## config.mk

```make
export PLATFORM = sky130hd
export DESIGN_NAME = rd_stage
export DESIGN_NICKNAME = d
export VERILOG_FILES = /design/src/rtl/core/rd_pkg.sv /design/src/rtl/core/rd_stage.sv
export SDC_FILE = /design/constraint.sdc
export NUM_CORES = 1
export LEC_CHECK = 0
export BUFFER_PORTS_ARGS = -buffer_cell sky130_fd_sc_hd__buf_2
export CAP_MARGIN = 20
export CORE_MARGIN = 5
export CORE_UTILIZATION = 43
export CTS_BUF_LIST = sky130_fd_sc_hd__clkbuf_4 sky130_fd_sc_hd__clkbuf_8 sky130_fd_sc_hd__clkbuf_16
export DETAILED_ROUTE_END_ITERATION = 7
export GPL_ROUTABILITY_DRIVEN = 0
export PLACE_DENSITY = 0.76
export SLEW_MARGIN = 20
export SYNTH_ARGS = -nofsm -noshare
export SYNTH_HDL_FRONTEND = slang
export SYNTH_SLANG_ARGS = --single-unit
```

## constraint.sdc

```tcl
create_clock -name clk -period 3.91 [get_ports clk]
set_clock_uncertainty 0.15 [all_clocks]
set_input_delay 0.782 -clock clk [delete_from_list [all_inputs] [get_ports clk]]
set_output_delay 0.782 -clock clk [all_outputs]
set_load 0.01 [all_outputs]
```

## src/rtl/core/rd_pkg.sv

```systemverilog
package rd_pkg;

    // Default operand width of the divider
    localparam int DATA_WIDTH_DEF = 32;

endpackage

```

## src/rtl/core/rd_stage.sv

```systemverilog
// One quotient bit of the restoring division, with its own register and valid bit.
// Holds while the next stage is full and stalled; accepts a new item when empty or draining.
module rd_stage
    import rd_pkg::*;
#(
    parameter int DATA_WIDTH = DATA_WIDTH_DEF
)
(
    input  logic                  clk,
    input  logic                  rst_n,
    // upstream side
    input  logic                  in_valid,
    output logic                  in_ready,
    input  logic [DATA_WIDTH-1:0] in_num,   // dividend bits not yet used, next bit on top
    input  logic [DATA_WIDTH-1:0] in_den,
    input  logic [DATA_WIDTH-1:0] in_part,  // partial remainder
    input  logic [DATA_WIDTH-1:0] in_quo,   // quotient bits so far, newest in bit 0
    // downstream side
    output logic                  out_valid,
    input  logic                  out_ready,
    output logic [DATA_WIDTH-1:0] out_num,
    output logic [DATA_WIDTH-1:0] out_den,
    output logic [DATA_WIDTH-1:0] out_part,
    output logic [DATA_WIDTH-1:0] out_quo
);

    logic                  valid_reg;
    logic                  valid_next;
    logic [DATA_WIDTH-1:0] num_reg;
    logic [DATA_WIDTH-1:0] den_reg;
    logic [DATA_WIDTH-1:0] part_reg;
    logic [DATA_WIDTH-1:0] quo_reg;
    logic [DATA_WIDTH-1:0] num_next;
    logic [DATA_WIDTH-1:0] part_next;
    logic [DATA_WIDTH-1:0] quo_next;
    logic                  carry;
    logic [DATA_WIDTH-1:0] shifted;
    logic [DATA_WIDTH:0]   diff;
    logic                  fits;
    logic                  load;

    // Handshake: empty or draining stage takes a new item
    assign in_ready = !valid_reg || out_ready;
    assign load     = in_valid && in_ready;

    // Shift in the next dividend bit; subtract when the divisor fits
    always_comb
    begin
        carry     = in_part[DATA_WIDTH-1];
        shifted   = {in_part[DATA_WIDTH-2:0], in_num[DATA_WIDTH-1]};
        diff      = {1'b0, shifted} - {1'b0, in_den};
        fits      = carry || !diff[DATA_WIDTH];
        part_next = fits ? diff[DATA_WIDTH-1:0] : shifted;
        quo_next  = {in_quo[DATA_WIDTH-2:0], fits};
        num_next  = {in_num[DATA_WIDTH-2:0], 1'b0};
    end

    assign valid_next = in_ready ? in_valid : valid_reg;

    // Valid bit
    always_ff @(posedge clk or negedge rst_n)
    begin
        if (!rst_n)
        begin
            valid_reg <= 1'b0;
        end
        else
        begin
            valid_reg <= valid_next;
        end
    end

    // Payload, no reset
    always_ff @(posedge clk)
    begin
        if (load)
        begin
            num_reg  <= num_next;
            den_reg  <= in_den;
            part_reg <= part_next;
            quo_reg  <= quo_next;
        end
    end

    assign out_valid = valid_reg;
    assign out_num   = num_reg;
    assign out_den   = den_reg;
    assign out_part  = part_reg;
    assign out_quo   = quo_reg;

endmodule

```

Word level (Yosys, flattened, before mapping)
Cells that the tools add are included.
{"block": "op_classes", "addsub": 1, "muxes": 1, "n_reduce_logical": 5}
{"cell": "subtractor 32 x 32 -> 33 bit", "count": 1}
{"cell": "2-to-1 mux 32 bit", "count": 1}
{"cell": "logical NOT 1 bit", "count": 2}
{"cell": "logical OR 1 bit", "count": 2}
{"cell": "logical AND 1 bit", "count": 1}
{"block": "totals", "reg_bits": 128, "input_bits": 132, "wordCells": 12}

Logic depth before layout (Yosys ltp)
Gate-level depths: netlist of run 1.
{"block": "logic_depth", "depth_word": 4, "mapped_depth": 13, "depth_no_buf": 12}

Worst setup path before layout of run 1
No wires, ideal clock.
{"block": "synth_path", "path_kind": "in2reg", "from": "input out_ready", "to": "register den_reg[0] (netlist: out_den[0]) (enable)", "arrival_time_ps": 3920, "slack_ps": -661, "cell_stages": 2, "n_path_buf": 0, "path_cell_list": "nand2b_1 -> and2_1"}
{"block": "synth_via", "elab_chain_cells": 2}
{"item": "start, declared", "line": "rd_stage.sv:20", "source": "input logic out_ready,"}
{"item": "logical OR 1 bit", "line": "rd_stage.sv:43", "source": "assign in_ready = !valid_reg || out_ready;"}
{"item": "logical AND 1 bit", "line": "rd_stage.sv:44", "source": "assign load = in_valid && in_ready;"}
{"item": "net load", "line": "rd_stage.sv:40", "source": "logic load;"}
{"item": "end signal, assigned", "line": "rd_stage.sv:79", "source": "den_reg <= in_den;"}
{"item": "end, declared", "line": "rd_stage.sv:30", "source": "logic [DATA_WIDTH-1:0] den_reg;"}
The timed path passes the listed nets, and every way through them passes these cells.
A chain may end at the register's enable or synchronous reset.

Worst setup path in the final report of run 1
{"block": "layout_path", "from": "input in_num[31]", "to": "register part_reg[19] (netlist: out_part[19]) (data pin)"}
{"block": "layout_via", "elab_chain_cells": 4}
{"item": "start, declared", "line": "rd_stage.sv:14", "source": "input logic [DATA_WIDTH-1:0] in_num,"}
{"item": "subtractor 32 x 32 -> 33 bit (*)", "line": "rd_stage.sv:51", "source": "diff = {1'b0, shifted} - {1'b0, in_den};"}
{"item": "logical NOT 1 bit", "line": "rd_stage.sv:52", "source": "fits = carry || !diff[DATA_WIDTH];"}
{"item": "logical OR 1 bit", "line": "rd_stage.sv:52"}
{"item": "2-to-1 mux 32 bit (*)", "line": "rd_stage.sv:53", "source": "part_next = fits ? diff[DATA_WIDTH-1:0] : shifted;"}
{"item": "net part_next[19]", "line": "rd_stage.sv:34", "source": "logic [DATA_WIDTH-1:0] part_next;"}
{"item": "end signal, assigned", "line": "rd_stage.sv:80", "source": "part_reg <= part_next;"}
{"item": "end, declared", "line": "rd_stage.sv:31", "source": "logic [DATA_WIDTH-1:0] part_reg;"}
The timed path passes the listed nets; every way through them passes the cells marked *.

==> run summary, run 1 <==
Final WL = 17280 um
Setup violators final = 0
Crit-path most repeated cell = buf_4
Largest cells by area after synthesis = edfxtp_1, ha_1, a21oi_1, nor2_1, inv_1
Initial antenna violation count = 1
Cell area after synthesis = 6145 um^2
Total number of vias = 4893
Worst-case clock buffer depth = 2
Worst setup SP type = input pin
Hpwl dp = 13510 um
Register area = 3839 um^2
Port-buffer cells = 259
Setup TNS = 0 ns
Fin crit period = 3.644 ns
DRT iter0 DRCs = 341
H-tree levels = 4
Post-CTS Resized = 0
Net Count, Synth = 655
Yosys top cell area share = 62.06%
First-pass GRT wire length = 25520 um
Layout cells sized above 1 = 40.64%
Max IR drop VDD = 0.2640 mV
Syn Inst Count = 490
CP Cell Sequence = buf_2, inv_1, ha_1, fa_1, nand2b_1, a211oi_1, buf_4, o31ai_1, a31o_1, a221oi_2, a31oi_2, clkinv_2, buf_4, buf_4, a31oi_1
Placed cell area = 7726 um^2
Synthesized flop and latch total = 128
Sink Count = 128
CTS tree = yes
Final core utilization = 59.91%
Standard-cell rows = 43
Pre-antenna DRT Iters = 5
Final hold viol count = 0
Reg clk slew, reported paths = 0.06 ns
Final nets = 937
Total track usage = 20.15%
Period utilization = 93.20%
Static Leak = 3.721 nW
Register area share after synthesis = 62.47%
Clk_lat worst skew = 0.42 ns
Asr flop ratio synth = 0.7813%
Initial Utilization = 44.10%
Fill cells = 1100
Largest stage delay, worst path = 0.42 ns
Vias/cell = 5.065
CTS Root Cell = clkbuf_16
Final ANT Viol Nets = 0
I/O pin total = 262
Core area = 13930 um^2
EDFF count, synth = 127
WS Path Type = input pin to flip-flop
CTS buffer count = 17
DR WL/cell = 17.89 um
Max-slew violations = 0
Ys flop type = edfxtp_1
Endpoint kind of the worst setup timing path = flip-flop
Data required time at the worst endpoint = 3.91 ns
Largest net degree at the start of global routing = 54
PwrDens = 473.1 nW/um^2
CP max-delay cell = fa_1
Worst Path Max Fanout = 18
Mean Syn Cell Area = 12.54 um^2
Vias in the first global route = 4938
Die X = 129.5 um
Multi-input gate area = 2062 um^2
Cell taking the most area after synthesis = edfxtp_1
Max_cap viols = 0
Final instance area = 8348 um^2
Die height = 129.5 um
Status = completed
Crit path arrival time = 3.65 ns
Synth warn = 0
Max Fclk = 274.4 MHz
Hold WC Path Type = flip-flop to flip-flop
Area grow syn2layout = 35.86%
Die area = 16780 um^2
Drc violations = 0
Synth unique cells = 56
Grt ovf = 0
RSZ-0062 raised after global routing = false
-- critical path, delay by kind of cell --
family,cells,cell delay [ns]
adder cells (fa/ha/maj),2,0.65
AND/OR/NAND/NOR,1,0.17
AO/OA/AOI/OAI,6,1.28
buffers and inverters,6,0.75
-- where the power goes --
group | internal, W | leakage, nW | total (W) | switching [W]
logic | 0.000290 | 2.21 | 0.000674 | 0.000384
registers | 0.00164 | 1.22 | 0.00166 | 0.0000219
clock network | 0.00101 | 0.296 | 0.00162 | 0.000608
total | 0.00294 | 3.72 | 0.00395 | 0.00101
-- routing by layer --
layer / up-vias / wire, um / GRT usage (%)
met5: - / 0 / 0
met4: 0 / 305 / 7.824
met2: 204 / 8879 / 35.67
met1: 2283 / 6580 / 22.24
li1: 2386 / - / -
met3: 20 / 1516 / 7.090
-- synth_stat cells, types with 4 or more instances --
library cell	n
edfxtp_1	127
a21oi_1	53
nor2_1	45
inv_1	37
ha_1	32
nand2_1	24
o21ai_0	18
xnor2_1	13
xor2_1	12
a21o_1	10
nand3_1	10
nand2b_1	7
nor3_1	6
and3_1	5
buf_4	5
mux2_2	5
nand4_1	5
nor2b_1	5
a31oi_1	4
o21a_1	4
o31ai_1	4
-- sequential cells by signal, summed over array words and instances (netlist names) --
signal / cells
out_part: 32
out_den: 32
out_num: 31
out_valid: 1
out_quo: 32
-- cell families after synthesis --
family / share of synthesized area [%]
xor+xnor: 3.563
simple gates: 9.102
compound gates: 12.50
fa+ha+maj: 6.842
flops: 62.47
mux: 1.446
other cells: 0.06103
buf+inv: 4.011
-- stage by stage --
| stage | setup slack [ns] | std cells | total power, W | hold WS [ns] |
|---|---|---|---|---|
| 2_1_floorplan | 0.2053 | 490 | 0.002095 | 0.3364 |
| 3_3_place_gp | -0.07565 | 932 | 0.002338 | 0.3787 |
| 3_5_place_dp | -0.1231 | 932 | 0.002357 | 0.3815 |
| 4_1_cts | 0.2940 | 965 | 0.003982 | 0.3713 |
| 5_1_grt | 0.1281 | 966 | 0.004126 | 0.3693 |
| 6_report | 0.2658 | 966 | 0.003950 | 0.3906 |
-- cell usage in the layout, fill, tap and decap left out, types with 13 or more instances in the layout --
cell / count
inv_1: 37
buf_4: 16
ha_1: 32
nand2_1: 24
buf_2: 259
a21oi_1: 53
clkbuf_16: 17
xnor2_1: 13
o21ai_0: 18
edfxtp_1: 127
nor2_1: 45
-- worst paths after layout --
| path | from | slack, ns | end | depth (start not counted) |
|---|---|---|---|---|
| max | in_num[31] | 0.27 | out_part[19]$_DFFE_PP_ | 15 |
| min | out_valid$_DFFE_PN0N_ | 0.39 | out_valid$_DFFE_PN0N_ | 2 |
| max reg2reg | out_valid$_DFFE_PN0N_ | 1.96 | out_part[31]$_DFFE_PP_ | 3 |
| min reg2reg | out_valid$_DFFE_PN0N_ | 0.39 | out_valid$_DFFE_PN0N_ | 2 |
| max in group asynchronous | rst_n | 3.01 | out_valid$_DFFE_PN0N_ | 2 |
| min in group asynchronous | rst_n | 0.52 | out_valid$_DFFE_PN0N_ | 2 |
-- cell type report --
class / instances / share of cell area (%)
Multi-Input combinational cell: 309 / 24.70
Sequential cell: 128 / 45.98
Tap cell: 180 / 2.698
Antenna cell: 1 / 0.02998
Inverter: 38 / 1.724
Clock inverter: 15 / 2.203
Timing Repair Buffer: 278 / 17.57
Clock buffer: 17 / 5.096
-- timing repair --
action / in CTS / in global routing
endpoints found under the hold margin: 1 / 0
buffers inserted: 0 / 0
hold buffers: 1 / 0
(Power assumes the default switching activity.)
==> run 2: changes to the inputs <==
--- a/config.mk
+++ b/config.mk
@@ -5,14 +5,15 @@
 export SDC_FILE = /design/constraint.sdc
 export NUM_CORES = 1
 export LEC_CHECK = 0
+export ABC_AREA = 1
 export BUFFER_PORTS_ARGS = -buffer_cell sky130_fd_sc_hd__buf_2
 export CAP_MARGIN = 20
 export CORE_MARGIN = 5
-export CORE_UTILIZATION = 43
+export CORE_UTILIZATION = 45
 export CTS_BUF_LIST = sky130_fd_sc_hd__clkbuf_4 sky130_fd_sc_hd__clkbuf_8 sky130_fd_sc_hd__clkbuf_16
 export DETAILED_ROUTE_END_ITERATION = 7
 export GPL_ROUTABILITY_DRIVEN = 0
-export PLACE_DENSITY = 0.76
+export PLACE_DENSITY = 0.77
 export SLEW_MARGIN = 20
 export SYNTH_ARGS = -nofsm -noshare
 export SYNTH_HDL_FRONTEND = slang
==> run 2 against run 1 <==
Die area rose by 7.9%. Via count rose by 24%. Design area rose by 9.0%. Cell count rose by 32%. Clock power fell by 5%. Total power fell by 0.71%. Core utilization fell by 0.065 points. Combinational power rose by 7.6%. Hold slack got worse by 0.012 ns. Sequential share of layout area fell by 3.8 points. Non-clock buffer count fell by 14.
==> run summary, run 2 <==
Dpl ws = 0.5335 ns (+0.6567 ns)
Vias in the first global route = 5736 (+16%)
Final WS setup = 0.9489 ns (+0.6831 ns)
Setup slack, reg-to-reg = 2.27 ns (+0.31 ns)
Grt ovf = 0 (unchanged)
I/O pin total = 262 (unchanged)
Synthesized flop and latch total = 128 (unchanged)
Initial antenna violation count = 0 (-1)
Worst r2r path cells = 2 (-1)
Port-buffer cells = 259 (unchanged)
Mux contribution to synthesized area = 0% (-1.4 points)
Cell area after synthesis = 6984 um^2 (+14%)
Net Count, Synth = 969 (+48%)
Worst R2R Start = out_valid$_DFFE_PN0N_
Total track usage = 20.77% (+0.62 points)
Setup violators final = 0 (unchanged)
Status = completed
Largest cells by area after synthesis = edfxtp_1, nand2_1, inv_1, ha_1, nand3_1
Multi-input gate area = 2426 um^2 (+18%)
Syn Inst Count = 804 (+64%)
Most common cell in the netlist = nand2_1
Crit path arrival time = 3.10 ns (-0.55 ns)
Max-slew violations = 0 (unchanged)
Worst setup SP type = input pin
Final WL = 19150 um (+11%)
Standard-cell rows = 45 (+4.7%)
Inserted Diodes = 0 (-1)
DR WL/cell = 14.97 um (-16%)
Sink Count = 128 (unchanged)
Die X = 134.6 um (+3.9%)
EDFF count, synth = 127 (unchanged)
Fill cells = 1355 (+23%)
WS Path Type = input pin to flip-flop
Max IR drop VDD = 0.2714 mV (+2.8%)
Register area share after synthesis = 54.96% (-7.5 points)
Static Leak = 4.799 nW (+29%)
Reg2reg end = out_den[1]$_DFFE_PP_
Register area = 3839 um^2 (unchanged)
CTS Root Cell = clkbuf_16
Largest net degree at the start of global routing = 97 (+80%)
Most common cell after layout, fill and taps aside = nand2_1
Layout cells sized above 1 = 27.86% (-13 points)
Worst Path Max Fanout = 45 (+27)
Synth Area in Adders = 6.019% (-0.82 points)
Hold Crit Start = in_quo[6]
Cell taking the most area after synthesis = edfxtp_1
Synth Area in XOR/XNOR = 1.756% (-1.8 points)
Area grow syn2layout = 30.26%
Final Instance Count excl. Fillers = 1279 (+32%)
Reg clk slew, reported paths = 0.06 ns (about the same)
Worst slew pin tran = 0.5159 ns
Compound-gate portion of the synthesized area = 2.454% (-10 points)
Main combinational cell family by area after synthesis = simple AND/OR/NAND/NOR gates
Post-CTS Resized = 0 (unchanged)
Max_cap viols = 0 (unchanged)
Data required time at the worst endpoint = 4.05 ns (+0.14 ns)
Cells on Worst Hold Path = 1 (-1)
Period utilization = 75.73% (-17 points)
Max Fclk = 337.7 MHz (+23%)
Drc violations = 0 (unchanged)
Leading cell types in the layout, fill and taps excluded = nand2_1, buf_2, inv_1
Setup TNS = 0 ns (unchanged)
Fin crit period = 2.961 ns (-0.6831 ns)
Final hold viol count = 0 (unchanged)
Hold Crit Endpoint = out_quo[7]$_DFFE_PP_
Synth top cells by count = nand2_1, inv_1, edfxtp_1, nand3_1, nor2_1
Die height = 134.6 um (+3.9%)
First-pass GRT wire length = 28970 um (+14%)
Worst-case clock buffer depth = 2 (unchanged)
Placed insts = 1246 (+34%)
Asr flop ratio synth = 0.7813% (unchanged)
Final ANT Viol Nets = 0 (unchanged)
Yosys top cell area share = 54.60% (-7.5 points)
Final nets = 1243 (+33%)
RSZ-0062 raised after global routing = false
Hpwl dp = 15210 um (+13%)
Core area = 15200 um^2 (+9.1%)
Clk_lat worst skew = 0.42 ns (about the same)
Hold Buf Count CTS = 1 (unchanged)
Initial Utilization = 45.94% (+1.8 points)
PwrDens = 431.1 nW/um^2 (-8.9%)
CTS tree = yes
Ys flop type = edfxtp_1
H-tree levels = 4 (unchanged)
Vias/cell = 4.758 (-6.1%)
Synth Area in Simple Gates = 24.20% (+15 points)
Synth warn = 0 (unchanged)
Mean Syn Cell Area = 8.687 um^2 (-31%)
Max-slew headroom = 65.61%
Min Hold Slack = 0.3786 ns (-0.01202 ns)
DRT iter0 DRCs = 463 (+36%)
Final core utilization = 59.84% (-0.065 points)
Endpoint kind of the worst setup timing path = flip-flop
Post-CTS Setup Repair Bufs = 0 (unchanged)
Hold WC Path Type = input pin to flip-flop
Pre-antenna DRT Iters = 5 (unchanged)
Die area = 18110 um^2 (+7.9%)
Synth unique cells = 29 (-48%)
CTS buffer count = 17 (unchanged)
Total number of vias = 6086 (+24%)
[run 2: changes by cell type in the layout (fill, tap and decap cells not counted), moves of 5 or more]
cell	change
o21ai_0	-13
inv_1	+140
nand2_1	+254
o21ai_1	+5
nand3_1	+54
a21oi_1	-38
nor2b_1	-5
xnor2_1	-12
buf_4	-13
nand2b_1	-7
mux2_2	-5
a21o_1	-10
[run 2: area by class of cell]
type                       count  share of cell area (%)
sequential                   128                   42.19
multi-input combinational    488                   26.67
timing repair buffer         264                   14.83
inverter                     179                   7.385
clock buffer                  18                   4.759
tap                          188                   2.586
clock inverter                14                   1.582
[run 2: how the worst max path moves through the flow]
stage	slack [ns]	to	depth (start not counted)	from
after floorplan	0.34	out_den[0]$_DFFE_PP_	2	out_ready
after global placement	0.57	out_part[21]$_DFFE_PP_	15	in_num[31]
after detailed placement	0.53	out_part[21]$_DFFE_PP_	15	in_num[31]
after CTS	0.96	out_part[23]$_DFFE_PP_	15	in_num[31]
after global routing	0.76	out_part[23]$_DFFE_PP_	15	in_num[31]
final	0.95	out_part[23]$_DFFE_PP_	15	in_num[31]
[run 2: cells by family after synthesis]
family / Yosys count
AO/OA/AOI/OAI: 32
XOR/XNOR: 14
adder cells (fa/ha/maj): 33
buffers and inverters: 188
flip-flops: 128
other: 1
AND/OR/NAND/NOR: 408
[run 2: critical path: stages]
cell,delay [ns]
buf_2,0.07
inv_1,0.04
ha_1,0.22
fa_1,0.38
inv_1,0.12
nand2_1,0.08
nand2_1,0.11
nand3_1,0.09
nand2_1,0.19
nand2_1,0.08
nand2_1,0.12
nand2_1,0.11
nand3_4,0.36
nand3_1,0.24
nand2_1,0.11
[run 2: per-stage QoR]
| step | total power [W] | cell area, um^2 |
|---|---|---|
| 2_1_floorplan | 0.002139 | 6995 |
| 3_5_place_dp | 0.002407 | 8511 |
| 5_1_grt | 0.004117 | 9097 |
| 4_1_cts | 0.003958 | 9097 |
| 6_report | 0.003922 | 9097 |
| 3_3_place_gp | 0.002393 | 8511 |
[run 2: layer usage]
metal  up-vias  track usage, %  wire, um
met3        33           5.738      1492
met2       266           36.15      9441
met4         0           7.240       469
met5         -               0         0
met1      2697           24.82      7744
li1       3090               -         -
[run 2: power breakdown]
part / leakage (nW) / internal (W) / switching (W) / total, W
clock network: 0.272 / 0.000900 / 0.000642 / 0.00154
logic: 3.31 / 0.000267 / 0.000458 / 0.000725
registers: 1.22 / 0.00163 / 0.0000206 / 0.00166
total: 4.80 / 0.00280 / 0.00112 / 0.00392
==> run 3: changes to the inputs <==
==> constraint.sdc (replaced) <==
create_clock -name clk -period 2.65 [get_ports clk]
set_clock_uncertainty 0.15 [all_clocks]
set_input_delay 0.53 -clock clk [delete_from_list [all_inputs] [get_ports clk]]
set_output_delay 0.53 -clock clk [all_outputs]
set_load 0.01 [all_outputs]
==> run 3 against run 2 <==
Setup slack worse by 0.56 ns. Clock-buffer cell count unchanged. Clock power up 70%. Sequential share of layout area down 1.1 points. Design area up 2.6%. Register-to-register slack worse by 1.2 ns.
==> run summary, run 3 (same netlist as run 2, synthesis figures left out) <==
Data required time at the worst endpoint = 2.79 ns (-1.26 ns)
Die area = 18110 um^2 (unchanged)
PwrDens = 661.4 nW/um^2 (+53%)
Max-slew violations = 0 (unchanged)
DRT iter0 DRCs = 404 (-13%)
Layout cells sized above 1 = 29.02% (+1.2 points)
WS Path Type = input pin to flip-flop
Final instance area = 9336 um^2 (+2.6%)
DR WL/cell = 15.28 um (+2.1%)
Initial antenna violation count = 2 (+2)
Final core utilization = 61.42% (+1.6 points)
Max_cap viols = 0 (unchanged)
Area grow syn2layout = 33.68%
Worst-case clock buffer depth = 2 (unchanged)
Static Leak = 4.929 nW (+2.7%)
Internal = 0.004537 W (+62%)
Vias/cell = 4.755 (about the same)
H-tree levels = 4 (unchanged)
Port-buffer cells = 259 (unchanged)
Placed cell area = 8661 um^2 (+1.8%)
Clock Power Share = 42.4% (+3.1 points)
Total track usage = 21.77% (+1.0 points)
CP Cell Sequence = buf_2, inv_1, ha_1, fa_1, inv_1, nand2_1, nand2_1, nand3_1, nand2_1, nand2_1, nand2_1, nand2_1, nand3_4, buf_4, nand3_1, nand2_1
Max Fclk = 442.1 MHz
P_sw = 0.001638 W (+46%)
Final ANT Viol Nets = 0 (unchanged)
Total number of vias = 6158 (+1.2%)
Final WL = 19790 um (+3.4%)
I/O pin total = 262 (unchanged)
Largest stage delay, worst path = 0.37 ns (about the same)
Pre-antenna DRT Iters = 5 (unchanged)
Post-CTS Setup Repair Bufs = 0 (unchanged)
Worst R2R Start = out_valid$_DFFE_PN0N_
Crit path arrival time = 2.40 ns (-0.70 ns)
RSZ-0062 raised after global routing = false
Die X = 134.6 um (unchanged)
CP max-delay cell = fa_1
Worst Path Max Fanout = 12 (-73%)
CTS Root Cell = clkbuf_16
Leading cell types in the layout, fill and taps excluded = nand2_1, buf_2, inv_1
Reg clk slew, reported paths = 0.06 ns (about the same)
Sink Count = 128 (unchanged)
Cells on Worst Hold Path = 1 (unchanged)
Clk_lat worst skew = 0.42 ns (about the same)
Hpwl dp = 15890 um (+4.5%)
Setup violators final = 0 (unchanged)
Final hold viol count = 0 (unchanged)
Sw Share = 26.52% (-2.0 points)
WP buf/inv = 4 (+1)
CTS tree = yes
Fin crit period = 2.262 ns
Die height = 134.6 um (unchanged)
Drc violations = 0 (unchanged)
First-pass GRT wire length = 30420 um (+5.0%)
Largest net degree at the start of global routing = 64 (-34%)
Status = completed
Worst setup SP type = input pin
Max IR drop VDD = 0.4126 mV (+52%)
Reg2reg end = out_quo[30]$_DFFE_PP_
Hold WC Path Type = input pin to flip-flop
Endpoint kind of the worst setup timing path = flip-flop
Final WS setup = 0.3881 ns (-0.5607 ns)
CTS buffer count = 17 (unchanged)
Hold Crit Start = in_num[6]
Crit-path most repeated cell = nand2_1
Setup slack, reg-to-reg = 1.11 ns (-1.16 ns)
Worst r2r path cells = 2 (unchanged)
Dpl ws = -0.05143 ns (-0.5850 ns)
Initial Utilization = 45.94% (unchanged)
Period utilization = 85.35%
Most common cell after layout, fill and taps aside = nand2_1
Vias in the first global route = 6050 (+5.5%)
Hold Crit Endpoint = out_num[7]$_DFFE_PP_
Standard-cell rows = 45 (unchanged)
Comb power frac = 18.0% (-0.5 points)
Final nets = 1258 (+1.2%)
Core area = 15200 um^2 (unchanged)
Reg power frac = 39.6% (-2.6 points)
Grt ovf = 0 (unchanged)
Crit path max-delay family = simple AND/OR/NAND/NOR gates
run 3: cell count changes in the layout (fill, tap and decap cells not counted), moves of 2 or more:
| cell | delta |
|---|---|
| buf_4 | +13 |
| bufinv_16 | +4 |
| clkinvlp_4 | -3 |
| buf_12 | +2 |
| clkinv_4 | +2 |
| inv_1 | -2 |
| inv_6 | -2 |
run 3: metal layers:
metal / share of wire (%) / track usage (%) / up-vias / wire length (um)
li1: - / - / 3125 / -
met1: 39 / 24.55 / 2759 / 7709
met2: 51 / 39.55 / 240 / 10010
met3: 8.3 / 6.259 / 32 / 1633
met4: 2.1 / 7.296 / 2 / 421
met5: 0.096 / 0 / - / 19
run 3: final cells by class:
class                           count  area, um^2
Antenna cell                        1       2.502
Clock buffer                       18       432.9
Clock inverter                     14       230.2
Fill cell                        1320        5866
Inverter                          179       684.4
Multi-Input combinational cell    488        2426
Sequential cell                   128        3839
Tap cell                          188       235.2
Timing Repair Buffer              279        1486
run 3: power by group through the flow:
stage               sequential [W]  clock, W  combinational, W
floorplan                  0.00257         0          0.000586
global route               0.00245   0.00276           0.00125
finish                     0.00244   0.00262           0.00111
CTS                        0.00245   0.00266           0.00112
global placement           0.00248         0           0.00108
detailed placement         0.00249         0           0.00111
run 3: worst max path at each step:
| stage | from | end | slack (ns) | cells after the start |
|---|---|---|---|---|
| finish | in_num[31] | out_part[22]$_DFFE_PP_ | 0.39 | 16 |
| global route | in_num[31] | out_part[22]$_DFFE_PP_ | 0.22 | 16 |
| CTS | in_num[31] | out_part[22]$_DFFE_PP_ | 0.39 | 16 |
| detailed placement | in_num[31] | out_part[22]$_DFFE_PP_ | -0.05 | 16 |
| global placement | in_num[31] | out_part[22]$_DFFE_PP_ | 0.02 | 16 |
| floorplan | out_ready | out_den[0]$_DFFE_PP_ | -0.57 | 2 |
run 3: worst reg2reg max path, delay by kind of cell, from the launching register on:
kind / cells / cell delay (ns)
DFF: 1 / 0.42
buffers and inverters: 1 / 0.32
AOI/OAI and AO/OA: 1 / 0.26
run 3: repair_timing:
action | in CTS | in global routing
endpoints found under the hold margin | 1 | 0
hold buffers | 1 | 0
setup endpoints to repair | 0 | 0
resized for setup | 0 | 0
run 3: stage by stage:
step	total power, W	TNS, ns	cells	hold slack [ns]
4_1_cts	0.006230	0	1294	0.1140
3_3_place_gp	0.003567	0	1261	0.1550
3_5_place_dp	0.003596	-0.6086	1261	0.1557
5_1_grt	0.006463	0	1295	0.1080
6_report	0.006175	0	1295	0.1291
2_1_floorplan	0.003157	-72.89	804	0.08441
